### config.mk
export PLATFORM = sky130hd
export DESIGN_NAME = pulse_flow_totalizer_flat
export DESIGN_NICKNAME = d
export VERILOG_FILES = /design/src/hdl/pft_pkg.sv /design/src/hdl/pft_if.sv /design/src/hdl/pulse_flow_totalizer.sv /design/src/flat_wrapper.sv
export SDC_FILE = /design/constraint.sdc
export NUM_CORES = 2
export LEC_CHECK = 0
export ABC_AREA = 1
export BUFFER_PORTS_ARGS = -buffer_cell sky130_fd_sc_hd__buf_2
export CAP_MARGIN = 25
export CORE_MARGIN = 3
export CORE_UTILIZATION = 27
export DETAILED_ROUTE_END_ITERATION = 10
export HOLD_SLACK_MARGIN = 0.12
export PLACE_DENSITY = 0.43
export SLEW_MARGIN = 20
export SYNTH_ARGS = -nofsm -noshare
export SYNTH_HDL_FRONTEND = slang
export SYNTH_SLANG_ARGS = --single-unit
### constraint.sdc
create_clock -name i_clk -period 13.3 [get_ports i_clk]
set_clock_uncertainty 0.05 [all_clocks]
set_input_delay 0.665 -clock i_clk [delete_from_list [all_inputs] [get_ports i_clk]]
set_output_delay 0.665 -clock i_clk [all_outputs]
set_load 0.02 [all_outputs]
### src/hdl/pft_pkg.sv
package pft_pkg;

    localparam int CNT_W      = 32;
    localparam int TIME_W     = 32;
    localparam int PPL_W      = 16;
    localparam int TICK_W     = 10;
    localparam int RATE_W     = 32;
    localparam int VOL_W      = 48;
    localparam int HOUR_W     = 48;
    localparam int CFG_IDX_W  = 2;
    localparam int CFG_DATA_W = 16;

    localparam int MS_PER_SEC   = 1000;
    localparam int SEC_PER_MIN  = 60;
    localparam int SEC_PER_HOUR = 3600;

    localparam logic [CFG_IDX_W-1:0] CFG_PPL    = 2'd0;
    localparam logic [CFG_IDX_W-1:0] CFG_NARROW = 2'd1;
    localparam logic [CFG_IDX_W-1:0] CFG_TICK   = 2'd2;

    localparam logic [PPL_W-1:0]  PPL_RESET  = 16'd450;
    localparam logic [TICK_W-1:0] TICK_RESET = 10'd1;

    typedef enum logic [1:0] {
        FUNC_SAMPLE  = 2'd0,
        FUNC_RESYNC  = 2'd1,
        FUNC_CLR_VOL = 2'd2,
        FUNC_START   = 2'd3
    } t_func;

endpackage

### src/hdl/pft_if.sv
interface pft_req_if;
    logic                          valid;
    logic                          ready;
    pft_pkg::t_func                func;
    logic [pft_pkg::CNT_W-1:0]     counter_value;
    logic [pft_pkg::TIME_W-1:0]    now_ticks;

    modport source (output valid, output func, output counter_value, output now_ticks,
                    input ready);
    modport sink (input valid, input func, input counter_value, input now_ticks,
                  output ready);
endinterface

interface pft_res_if;
    logic                          valid;
    logic                          ready;
    logic [pft_pkg::CNT_W-1:0]     pulse_total;
    logic [pft_pkg::RATE_W-1:0]    flow_per_second;
    logic [pft_pkg::RATE_W-1:0]    flow_per_minute;
    logic [pft_pkg::HOUR_W-1:0]    flow_per_hour;
    logic [pft_pkg::VOL_W-1:0]     volume_total;
    logic                          updated;

    modport source (output valid, output pulse_total, output flow_per_second,
                    output flow_per_minute, output flow_per_hour, output volume_total,
                    output updated, input ready);
    modport sink (input valid, input pulse_total, input flow_per_second,
                  input flow_per_minute, input flow_per_hour, input volume_total,
                  input updated, output ready);
endinterface

### src/hdl/pulse_flow_totalizer.sv
// sequence: a command, or a sample that skips the divider, goes S_PREP then S_OUT, where its
// result is registered once the output is free; a flow update adds S_MUL, S_DIV, S_UPD,
// S_DIV being the bit-serial divider, one quotient bit of rate and of volume increment per cycle
// throughput: one request at a time, the next accepted once the result is in the output register
// reset: synchronous, active low; totals, snapshots and flow clear to zero, calibration
// returns to 450 pulses per liter, 32-bit counter wrap and 1 ms per tick
module pulse_flow_totalizer #(
    parameter int FRAC_BITS = 16
) (
    input  logic                             i_clk,
    input  logic                             i_rst_n,
    input  logic                             i_cfg_we,
    input  logic [pft_pkg::CFG_IDX_W-1:0]    i_cfg_idx,
    input  logic [pft_pkg::CFG_DATA_W-1:0]   i_cfg_data,
    pft_req_if.sink                          i_req,
    pft_res_if.source                        o_res
);

    localparam int PROD_W = pft_pkg::CNT_W + 10;
    localparam int NUM_W  = PROD_W + FRAC_BITS;
    localparam int PP_W   = pft_pkg::PPL_W + pft_pkg::TICK_W;
    localparam int DEN_W  = PP_W + pft_pkg::TIME_W;
    localparam int QB_W   = pft_pkg::CNT_W + FRAC_BITS;
    localparam int STEP_W = $clog2(NUM_W);
    localparam int SUM_W  = ((QB_W > pft_pkg::VOL_W) ? QB_W : pft_pkg::VOL_W) + 1;
    localparam int MIN_W  = pft_pkg::RATE_W + 6;
    localparam int HR_W   = pft_pkg::RATE_W + 12;

    localparam logic [pft_pkg::VOL_W-1:0] VOL_MAX = {pft_pkg::VOL_W{1'b1}};

    typedef enum logic [2:0] {
        S_IDLE,
        S_PREP,
        S_MUL,
        S_DIV,
        S_UPD,
        S_OUT
    } t_state;

    t_state                          r_state;
    logic [pft_pkg::PPL_W-1:0]       r_ppl;
    logic                            r_narrow;
    logic [pft_pkg::TICK_W-1:0]      r_tick;
    logic [pft_pkg::CNT_W-1:0]       r_prev_count;
    logic [pft_pkg::TIME_W-1:0]      r_prev_time;
    logic [pft_pkg::CNT_W-1:0]       r_pulses;
    logic [pft_pkg::RATE_W-1:0]      r_rate;
    logic [pft_pkg::VOL_W-1:0]       r_liters;

    pft_pkg::t_func                  r_func;
    logic [pft_pkg::CNT_W-1:0]       r_cnt;
    logic [pft_pkg::TIME_W-1:0]      r_now;
    logic                            r_upd;
    logic [pft_pkg::CNT_W-1:0]       r_delta;
    logic [pft_pkg::TIME_W-1:0]      r_elapsed;
    logic [PP_W-1:0]                 r_pp;
    logic [DEN_W-1:0]                r_den;
    logic [NUM_W-1:0]                r_num_a;
    logic [NUM_W-1:0]                r_num_b;
    logic [DEN_W-1:0]                r_rem_a;
    logic [pft_pkg::PPL_W-1:0]       r_rem_b;
    logic [pft_pkg::RATE_W-1:0]      r_qa;
    logic [QB_W-1:0]                 r_qb;
    logic                            r_sat;
    logic [STEP_W-1:0]               r_step;

    logic [pft_pkg::TIME_W-1:0]      w_elapsed;
    logic [pft_pkg::CNT_W-1:0]       w_delta_raw;
    logic [pft_pkg::CNT_W-1:0]       w_delta;
    logic [pft_pkg::TICK_W-1:0]      w_period;
    logic [PP_W-1:0]                 w_pp;
    logic [DEN_W-1:0]                w_den;
    logic [PROD_W-1:0]               w_prod;
    logic [DEN_W:0]                  w_sh_a;
    logic [DEN_W:0]                  w_dif_a;
    logic                            w_ge_a;
    logic [DEN_W-1:0]                n_rem_a;
    logic [pft_pkg::PPL_W:0]         w_sh_b;
    logic [pft_pkg::PPL_W:0]         w_dif_b;
    logic                            w_ge_b;
    logic [pft_pkg::PPL_W-1:0]       n_rem_b;
    logic [SUM_W-1:0]                w_vol_sum;
    logic [pft_pkg::VOL_W-1:0]       n_liters;
    logic [MIN_W-1:0]                w_min_full;
    logic [pft_pkg::RATE_W-1:0]      w_min;
    logic [HR_W-1:0]                 w_hour;

    assign i_req.ready = (r_state == S_IDLE);

    // delta and elapsed time, counter wrap at 16 or 32 bits
    assign w_elapsed   = r_now - r_prev_time;
    assign w_delta_raw = r_cnt - r_prev_count;
    assign w_delta     = r_narrow ? {16'd0, w_delta_raw[15:0]} : w_delta_raw;
    assign w_period    = (r_tick == '0) ? pft_pkg::TICK_W'(1) : r_tick;
    assign w_pp        = PP_W'(r_ppl) * PP_W'(w_period);
    assign w_den       = DEN_W'(r_pp) * DEN_W'(r_elapsed);
    assign w_prod      = PROD_W'(r_delta) * PROD_W'(pft_pkg::MS_PER_SEC);

    // restoring division, one quotient bit per cycle for rate and volume increment
    assign w_sh_a  = {r_rem_a, r_num_a[NUM_W-1]};
    assign w_dif_a = w_sh_a - {1'b0, r_den};
    assign w_ge_a  = (w_sh_a >= {1'b0, r_den});
    assign n_rem_a = w_ge_a ? w_dif_a[DEN_W-1:0] : w_sh_a[DEN_W-1:0];

    assign w_sh_b  = {r_rem_b, r_num_b[NUM_W-1]};
    assign w_dif_b = w_sh_b - {1'b0, r_ppl};
    assign w_ge_b  = (w_sh_b >= {1'b0, r_ppl});
    assign n_rem_b = w_ge_b ? w_dif_b[pft_pkg::PPL_W-1:0] : w_sh_b[pft_pkg::PPL_W-1:0];

    assign w_vol_sum = SUM_W'(r_liters) + SUM_W'(r_qb);
    assign n_liters  = (w_vol_sum > SUM_W'(VOL_MAX)) ? VOL_MAX : w_vol_sum[pft_pkg::VOL_W-1:0];

    assign w_min_full = MIN_W'(r_rate) * MIN_W'(pft_pkg::SEC_PER_MIN);
    assign w_min      = (w_min_full[MIN_W-1:pft_pkg::RATE_W] != '0) ? '1
                                                              : w_min_full[pft_pkg::RATE_W-1:0];
    assign w_hour     = HR_W'(r_rate) * HR_W'(pft_pkg::SEC_PER_HOUR);

    always_ff @(posedge i_clk) begin
        if (!i_rst_n) begin
            r_state      <= S_IDLE;
            o_res.valid  <= 1'b0;
            r_ppl        <= pft_pkg::PPL_RESET;
            r_narrow     <= 1'b0;
            r_tick       <= pft_pkg::TICK_RESET;
            r_prev_count <= '0;
            r_prev_time  <= '0;
            r_pulses     <= '0;
            r_rate       <= '0;
            r_liters     <= '0;
        end else begin
            if (i_cfg_we) begin
                unique case (i_cfg_idx)
                    pft_pkg::CFG_PPL:    r_ppl    <= i_cfg_data;
                    pft_pkg::CFG_NARROW: r_narrow <= i_cfg_data[0];
                    pft_pkg::CFG_TICK:   r_tick   <= i_cfg_data[pft_pkg::TICK_W-1:0];
                    default: ;
                endcase
            end

            if (o_res.valid && o_res.ready && r_state != S_OUT) begin
                o_res.valid <= 1'b0;
            end

            unique case (r_state)
                S_IDLE: begin
                    if (i_req.valid) begin
                        r_func  <= i_req.func;
                        r_cnt   <= i_req.counter_value;
                        r_now   <= i_req.now_ticks;
                        r_state <= S_PREP;
                    end
                end
                S_PREP: begin
                    r_upd   <= 1'b0;
                    r_state <= S_OUT;
                    unique case (r_func)
                        pft_pkg::FUNC_SAMPLE: begin
                            if (w_elapsed != '0) begin
                                r_prev_count <= r_cnt;
                                r_prev_time  <= r_now;
                                r_pulses     <= r_pulses + w_delta;
                                r_upd        <= 1'b1;
                                if (w_delta == '0) begin
                                    r_rate <= '0;
                                end else if (r_ppl != '0) begin
                                    r_delta   <= w_delta;
                                    r_elapsed <= w_elapsed;
                                    r_pp      <= w_pp;
                                    r_state   <= S_MUL;
                                end
                            end
                        end
                        pft_pkg::FUNC_RESYNC: begin
                            r_prev_count <= r_cnt;
                            r_pulses     <= '0;
                        end
                        pft_pkg::FUNC_CLR_VOL: begin
                            r_liters <= '0;
                        end
                        pft_pkg::FUNC_START: begin
                            r_prev_count <= r_cnt;
                        end
                    endcase
                end
                S_MUL: begin
                    r_den   <= w_den;
                    r_num_a <= NUM_W'(w_prod) << FRAC_BITS;
                    r_num_b <= NUM_W'(r_delta) << FRAC_BITS;
                    r_rem_a <= '0;
                    r_rem_b <= '0;
                    r_qa    <= '0;
                    r_qb    <= '0;
                    r_sat   <= 1'b0;
                    r_step  <= STEP_W'(NUM_W - 1);
                    r_state <= S_DIV;
                end
                S_DIV: begin
                    r_rem_a <= n_rem_a;
                    r_num_a <= r_num_a << 1;
                    r_qa    <= {r_qa[pft_pkg::RATE_W-2:0], w_ge_a};
                    // any quotient bit above the rate width means saturation
                    r_sat   <= r_sat | r_qa[pft_pkg::RATE_W-1];
                    r_rem_b <= n_rem_b;
                    r_num_b <= r_num_b << 1;
                    r_qb    <= {r_qb[QB_W-2:0], w_ge_b};
                    r_step  <= r_step - 1'b1;
                    if (r_step == '0) begin
                        r_state <= S_UPD;
                    end
                end
                S_UPD: begin
                    r_rate   <= r_sat ? '1 : r_qa;
                    r_liters <= n_liters;
                    r_state  <= S_OUT;
                end
                S_OUT: begin
                    if (!o_res.valid || o_res.ready) begin
                        o_res.valid           <= 1'b1;
                        o_res.pulse_total     <= r_pulses;
                        o_res.flow_per_second <= r_rate;
                        o_res.flow_per_minute <= w_min;
                        o_res.flow_per_hour   <= pft_pkg::HOUR_W'(w_hour);
                        o_res.volume_total    <= r_liters;
                        o_res.updated         <= r_upd;
                        r_state               <= S_IDLE;
                    end
                end
                default: r_state <= S_IDLE;
            endcase
        end
    end

`ifndef ASSERT_OFF
    a_rem_a: assert property (@(posedge i_clk) disable iff (!i_rst_n)
        (r_state == S_DIV) |-> (r_den != '0 && r_rem_a < r_den))
        else $error("rate remainder not below divisor");

    a_rem_b: assert property (@(posedge i_clk) disable iff (!i_rst_n)
        (r_state == S_DIV) |-> (r_ppl != '0 && r_rem_b < r_ppl))
        else $error("volume remainder not below calibration");

    a_accept: assert property (@(posedge i_clk) disable iff (!i_rst_n)
        (i_req.valid && i_req.ready) |=> (r_state == S_PREP))
        else $error("accepted request not taken into prep");

    a_cmd_upd: assert property (@(posedge i_clk) disable iff (!i_rst_n)
        (r_state == S_PREP && r_func != pft_pkg::FUNC_SAMPLE) |=> !r_upd)
        else $error("command request flagged as update");

    a_minute: assert property (@(posedge i_clk) disable iff (!i_rst_n)
        o_res.valid |-> (o_res.flow_per_minute >= o_res.flow_per_second))
        else $error("flow per minute below flow per second");
`endif

endmodule
### src/flat_wrapper.sv
// flat-port wrapper written by rule: the top's interface ports become plain ports
module pulse_flow_totalizer_flat 
#(
    parameter int FRAC_BITS = 16
)
  (i_clk, i_rst_n, i_cfg_we, i_cfg_idx, i_cfg_data, i_req_valid, i_req_func, i_req_counter_value, i_req_now_ticks, i_req_ready, o_res_valid, o_res_pulse_total, o_res_flow_per_second, o_res_flow_per_minute, o_res_flow_per_hour, o_res_volume_total, o_res_updated, o_res_ready);
  pft_req_if i_req_i ();
  pft_res_if o_res_i ();
  input  logic i_clk;
  input  logic i_rst_n;
  input  logic i_cfg_we;
  input  logic [pft_pkg::CFG_IDX_W-1:0] i_cfg_idx;
  input  logic [pft_pkg::CFG_DATA_W-1:0] i_cfg_data;
  input wire logic [$bits(i_req_i.valid)-1:0] i_req_valid;
  input wire logic [$bits(i_req_i.func)-1:0] i_req_func;
  input wire logic [$bits(i_req_i.counter_value)-1:0] i_req_counter_value;
  input wire logic [$bits(i_req_i.now_ticks)-1:0] i_req_now_ticks;
  output wire logic [$bits(i_req_i.ready)-1:0] i_req_ready;
  output wire logic [$bits(o_res_i.valid)-1:0] o_res_valid;
  output wire logic [$bits(o_res_i.pulse_total)-1:0] o_res_pulse_total;
  output wire logic [$bits(o_res_i.flow_per_second)-1:0] o_res_flow_per_second;
  output wire logic [$bits(o_res_i.flow_per_minute)-1:0] o_res_flow_per_minute;
  output wire logic [$bits(o_res_i.flow_per_hour)-1:0] o_res_flow_per_hour;
  output wire logic [$bits(o_res_i.volume_total)-1:0] o_res_volume_total;
  output wire logic [$bits(o_res_i.updated)-1:0] o_res_updated;
  input wire logic [$bits(o_res_i.ready)-1:0] o_res_ready;
  assign i_req_i.valid = i_req_valid;
  assign i_req_i.func = i_req_func;
  assign i_req_i.counter_value = i_req_counter_value;
  assign i_req_i.now_ticks = i_req_now_ticks;
  assign i_req_ready = i_req_i.ready;
  assign o_res_valid = o_res_i.valid;
  assign o_res_pulse_total = o_res_i.pulse_total;
  assign o_res_flow_per_second = o_res_i.flow_per_second;
  assign o_res_flow_per_minute = o_res_i.flow_per_minute;
  assign o_res_flow_per_hour = o_res_i.flow_per_hour;
  assign o_res_volume_total = o_res_i.volume_total;
  assign o_res_updated = o_res_i.updated;
  assign o_res_i.ready = o_res_ready;
  pulse_flow_totalizer #(.FRAC_BITS(FRAC_BITS)) u_core (.i_clk(i_clk), .i_rst_n(i_rst_n), .i_cfg_we(i_cfg_we), .i_cfg_idx(i_cfg_idx), .i_cfg_data(i_cfg_data), .i_req(i_req_i), .o_res(o_res_i));
endmodule
==> flow_summary.toml <==
[status]
run_status = "complete, no violations"

[yosys]
synth_edf_count = 634
post-synth-top-area-cell = "fa_1"
synth-seq-cells = 841
yosysSeqAreaShare = 0.265
synth_top_cell_area_share = 0.238
yosysWarnings = 0
syn_inst = 10500
synth_common_cells = "inv_1, nand2_1, fa_1"
synth_top_flop_cell = "edfxtp_1"
synth.avg_cell_area_um2 = 8.33
synthTopCellsByArea = "fa_1, edfxtp_1, inv_1, ha_1, nand2_1"
synth.most_common_cell = "inv_1"
synth_cell_types = 56
synth-async-reset-ratio = 0
syn-cell-area_um2 = 87400

[layout]
final_core_util = 0.304
stdcell_area_um2 = 97800
nFillCells = 34400
syn_to_final_growth_pct = 12.0
final_cells = 15100
drive_gt1_frac = 0.0558
nNetsFinal = 12500

[global_routing]
grt_use_met3 = 0.0179
grt.overflow.total = 0
antenna_found_initial = 8
grt_usage = 0.160
grt.busiest_layer = "met2"
grt_pass1_wl_um = 421000
grt_start_max_net_pins = 164
grt_pass1_vias = 71600
use_met1 = 0.234
grtUsageMet2 = 0.255

[placement]
globalplace.congestion = 0.866
post-dp-hpwl_um = 210000
placed_area_um2 = 93600
io_buffers = 275
dp.cells = 14800

[die]
dieWidth_um = 575
core_region_area_um2 = 322000
die_area_um2 = 331000
die_y_um = 575
initial_core_util = 0.272
io-pin-count = 284
num_rows = 208

[clock_tree]
cts-htree-levels = 3
cts_resized = 0
cts_max_path_buffers = 3
worstSkewPairLatency_ns = 0.74
numCtsBuffers = 102
cts_tree = "done"
cts_sinks = 841
clkTransAtPathRegs_ns = 0.08
cts_root_buffer = "clkbuf_16"
post_cts_buffers = 0

[sta]
fin_crit_ns = 8.02
hold_viol = 0
slew_viol_final = 0
fin_setup_tns_ns = 0
max_freq_mhz = 125
fin_crit_sh = 0.603
setup_viol = 0
slew_headroom = 0.336
rsz0062_at_grt = "false"
tightest_slew_ns = 0.996

[detailed_routing]
dr.first_iter.drc_count = 4143
antenna_left = 0
routed_via_density = 4.50
drt-total-wl_um = 266000
drc = 0
wl_per_cell_um = 17.6
firstDrtPassIters = 5
dr_total_vias = 67900

[critical_path]
critPathRequiredTime_ns = 13.75
critPathMaxFanout = 15
crit_path_start = "u_core.r_elapsed[27]"
cp_slowest_stage_delay_ns = 0.78
start_kind = "flop"
reg2reg_from = "u_core.r_elapsed[27]"
criticalPathCategory = "flop to flop"
slowest_stage = "edfxtp_1"
rrSetupSlack_ns = 5.28
endpoint = "u_core.r_den[54]"
endpoint_kind = "flop"
r2r_end = "u_core.r_den[54]"
ff2ff_path_depth = 25
arrival_ns = 8.47
worst_path_most_repeated_cell = "fa_1"

[flow_run]
maxCapViolations = 0

[power]
power_density_nw_per_um2 = 196
pwr-share-clk = 0.149
peakVddDrop_mv = 0.352
p_int_mw = 9.64
combPwrFrac = 0.660
power_mw = 19.2
pwr-share-seq = 0.191
p_switching_mw = 9.54
power_switching_share = 0.497
p_leak_nw = 48.6

[min_path]
min_path_type = "input port to flop"
worstHoldStart = "o_res_ready"
[logic make-up (layout without fill, tap and decap cells)]
| group | count (synthesis) | after routing | synth area share |
|---|---|---|---|
| AOI/OAI and AO/OA | 1468 | 1468 | 0.0924 |
| xor gates and xnor gates | 301 | 301 | 0.0302 |
| DFF | 841 | 841 | 0.265 |
| adders and majority gates | 1739 | 1739 | 0.338 |
| and+or+nand+nor | 3357 | 3357 | 0.153 |
| other | 1 | 10 | 0.0000429 |
| buffers and inverters | 2789 | 3078 | 0.121 |
[power by group through the flow]
stage	sequential [mW]	clock [mW]	combinational, mW
floorplan	3.68	0	8.80
CTS	3.67	2.97	12.8
detailed placement	3.73	0	12.7
global route	3.69	3.07	14.4
finish	3.67	2.86	12.7
global placement	3.72	0	12.8
[worst max-delay path, delay by kind of cell (launching register included)]
family          cells  cell delay [ns]
compound gates      2             0.25
xor+xnor            1             0.15
fa+ha+maj           8             4.00
buf+inv             7             0.75
flops               1             0.78
simple gates        7             1.74
[state kept, by name (all words and copies together), names as in the netlist, 32 cells and up]
signal and cells:
u_core.o_res.flow_per_second 32, u_core.r_qb 48, u_core.r_prev_time 32, u_core.r_prev_count 32, u_core.r_rem_a 58, u_core.r_rate 32
u_core.r_now 32, u_core.r_elapsed 32, u_core.r_pulses 32, u_core.r_delta 32, u_core.r_liters 48, u_core.o_res.flow_per_hour 35
u_core.r_cnt 32, u_core.r_num_a 37, u_core.o_res.volume_total 48, u_core.r_qa 32, u_core.r_num_b 42, u_core.r_den 58
u_core.o_res.pulse_total 32
[layout by cell type, fill, tap and decap left out, drive strengths merged, types with 126 or more instances in the layout]
cell	synthesis	final
fa	1039	1039
inv	2441	2444
nand3	255	255
buf	57	363
ha	700	700
a21oi	727	727
nand2	2268	2268
edfxtp	634	634
nor2	645	645
dfxtp	207	207
o21ai	491	491
clkbuf	289	126
xnor2	141	141
xor2	160	160
[timing repair]
action                                 in CTS  in global routing
endpoints found under the hold margin      82                  0
hold buffers                               78                  0
setup endpoints to repair                   0                  0
[layout make-up]
cell class | count | area [um2] | area share
Multi-Input combinational cell | 6873 | 53800 | 0.549
Sequential cell | 841 | 23200 | 0.237
Inverter | 2443 | 9180 | 0.0938
Tap cell | 4305 | 5390 | 0.0551
Timing Repair Buffer | 442 | 2890 | 0.0295
Clock buffer | 125 | 2680 | 0.0274
Clock inverter | 68 | 754 | 0.00771
Antenna cell | 2 | 5.00 | 0.0000512
[worst min path at each step]
stage | end | cells past startpoint
after floorplan | u_core.o_res.updated | 0
final | u_core.o_res.valid | 4
after CTS | u_core.o_res.valid | 4
after global routing | u_core.o_res.valid | 4
after detailed placement | u_core.r_tick[0] | 2
after global placement | u_core.r_tick[0] | 2
[metrics by stage]
step | hold WS [ns] | setup WS (ns)
global route | 0.166 | 4.99
floorplan | 0.350 | 1.31
global placement | 0.393 | 5.30
finish | 0.192 | 5.28
detailed placement | 0.400 | 5.36
CTS | 0.122 | 5.33
[per-layer routing]
metal	vias up	share of wire
met1	33300	0.49
met3	286	0.043
met2	1461	0.44
met4	0	0.021
li1	32900	-
met5	-	0
Power figures use the tool's default switching activity.
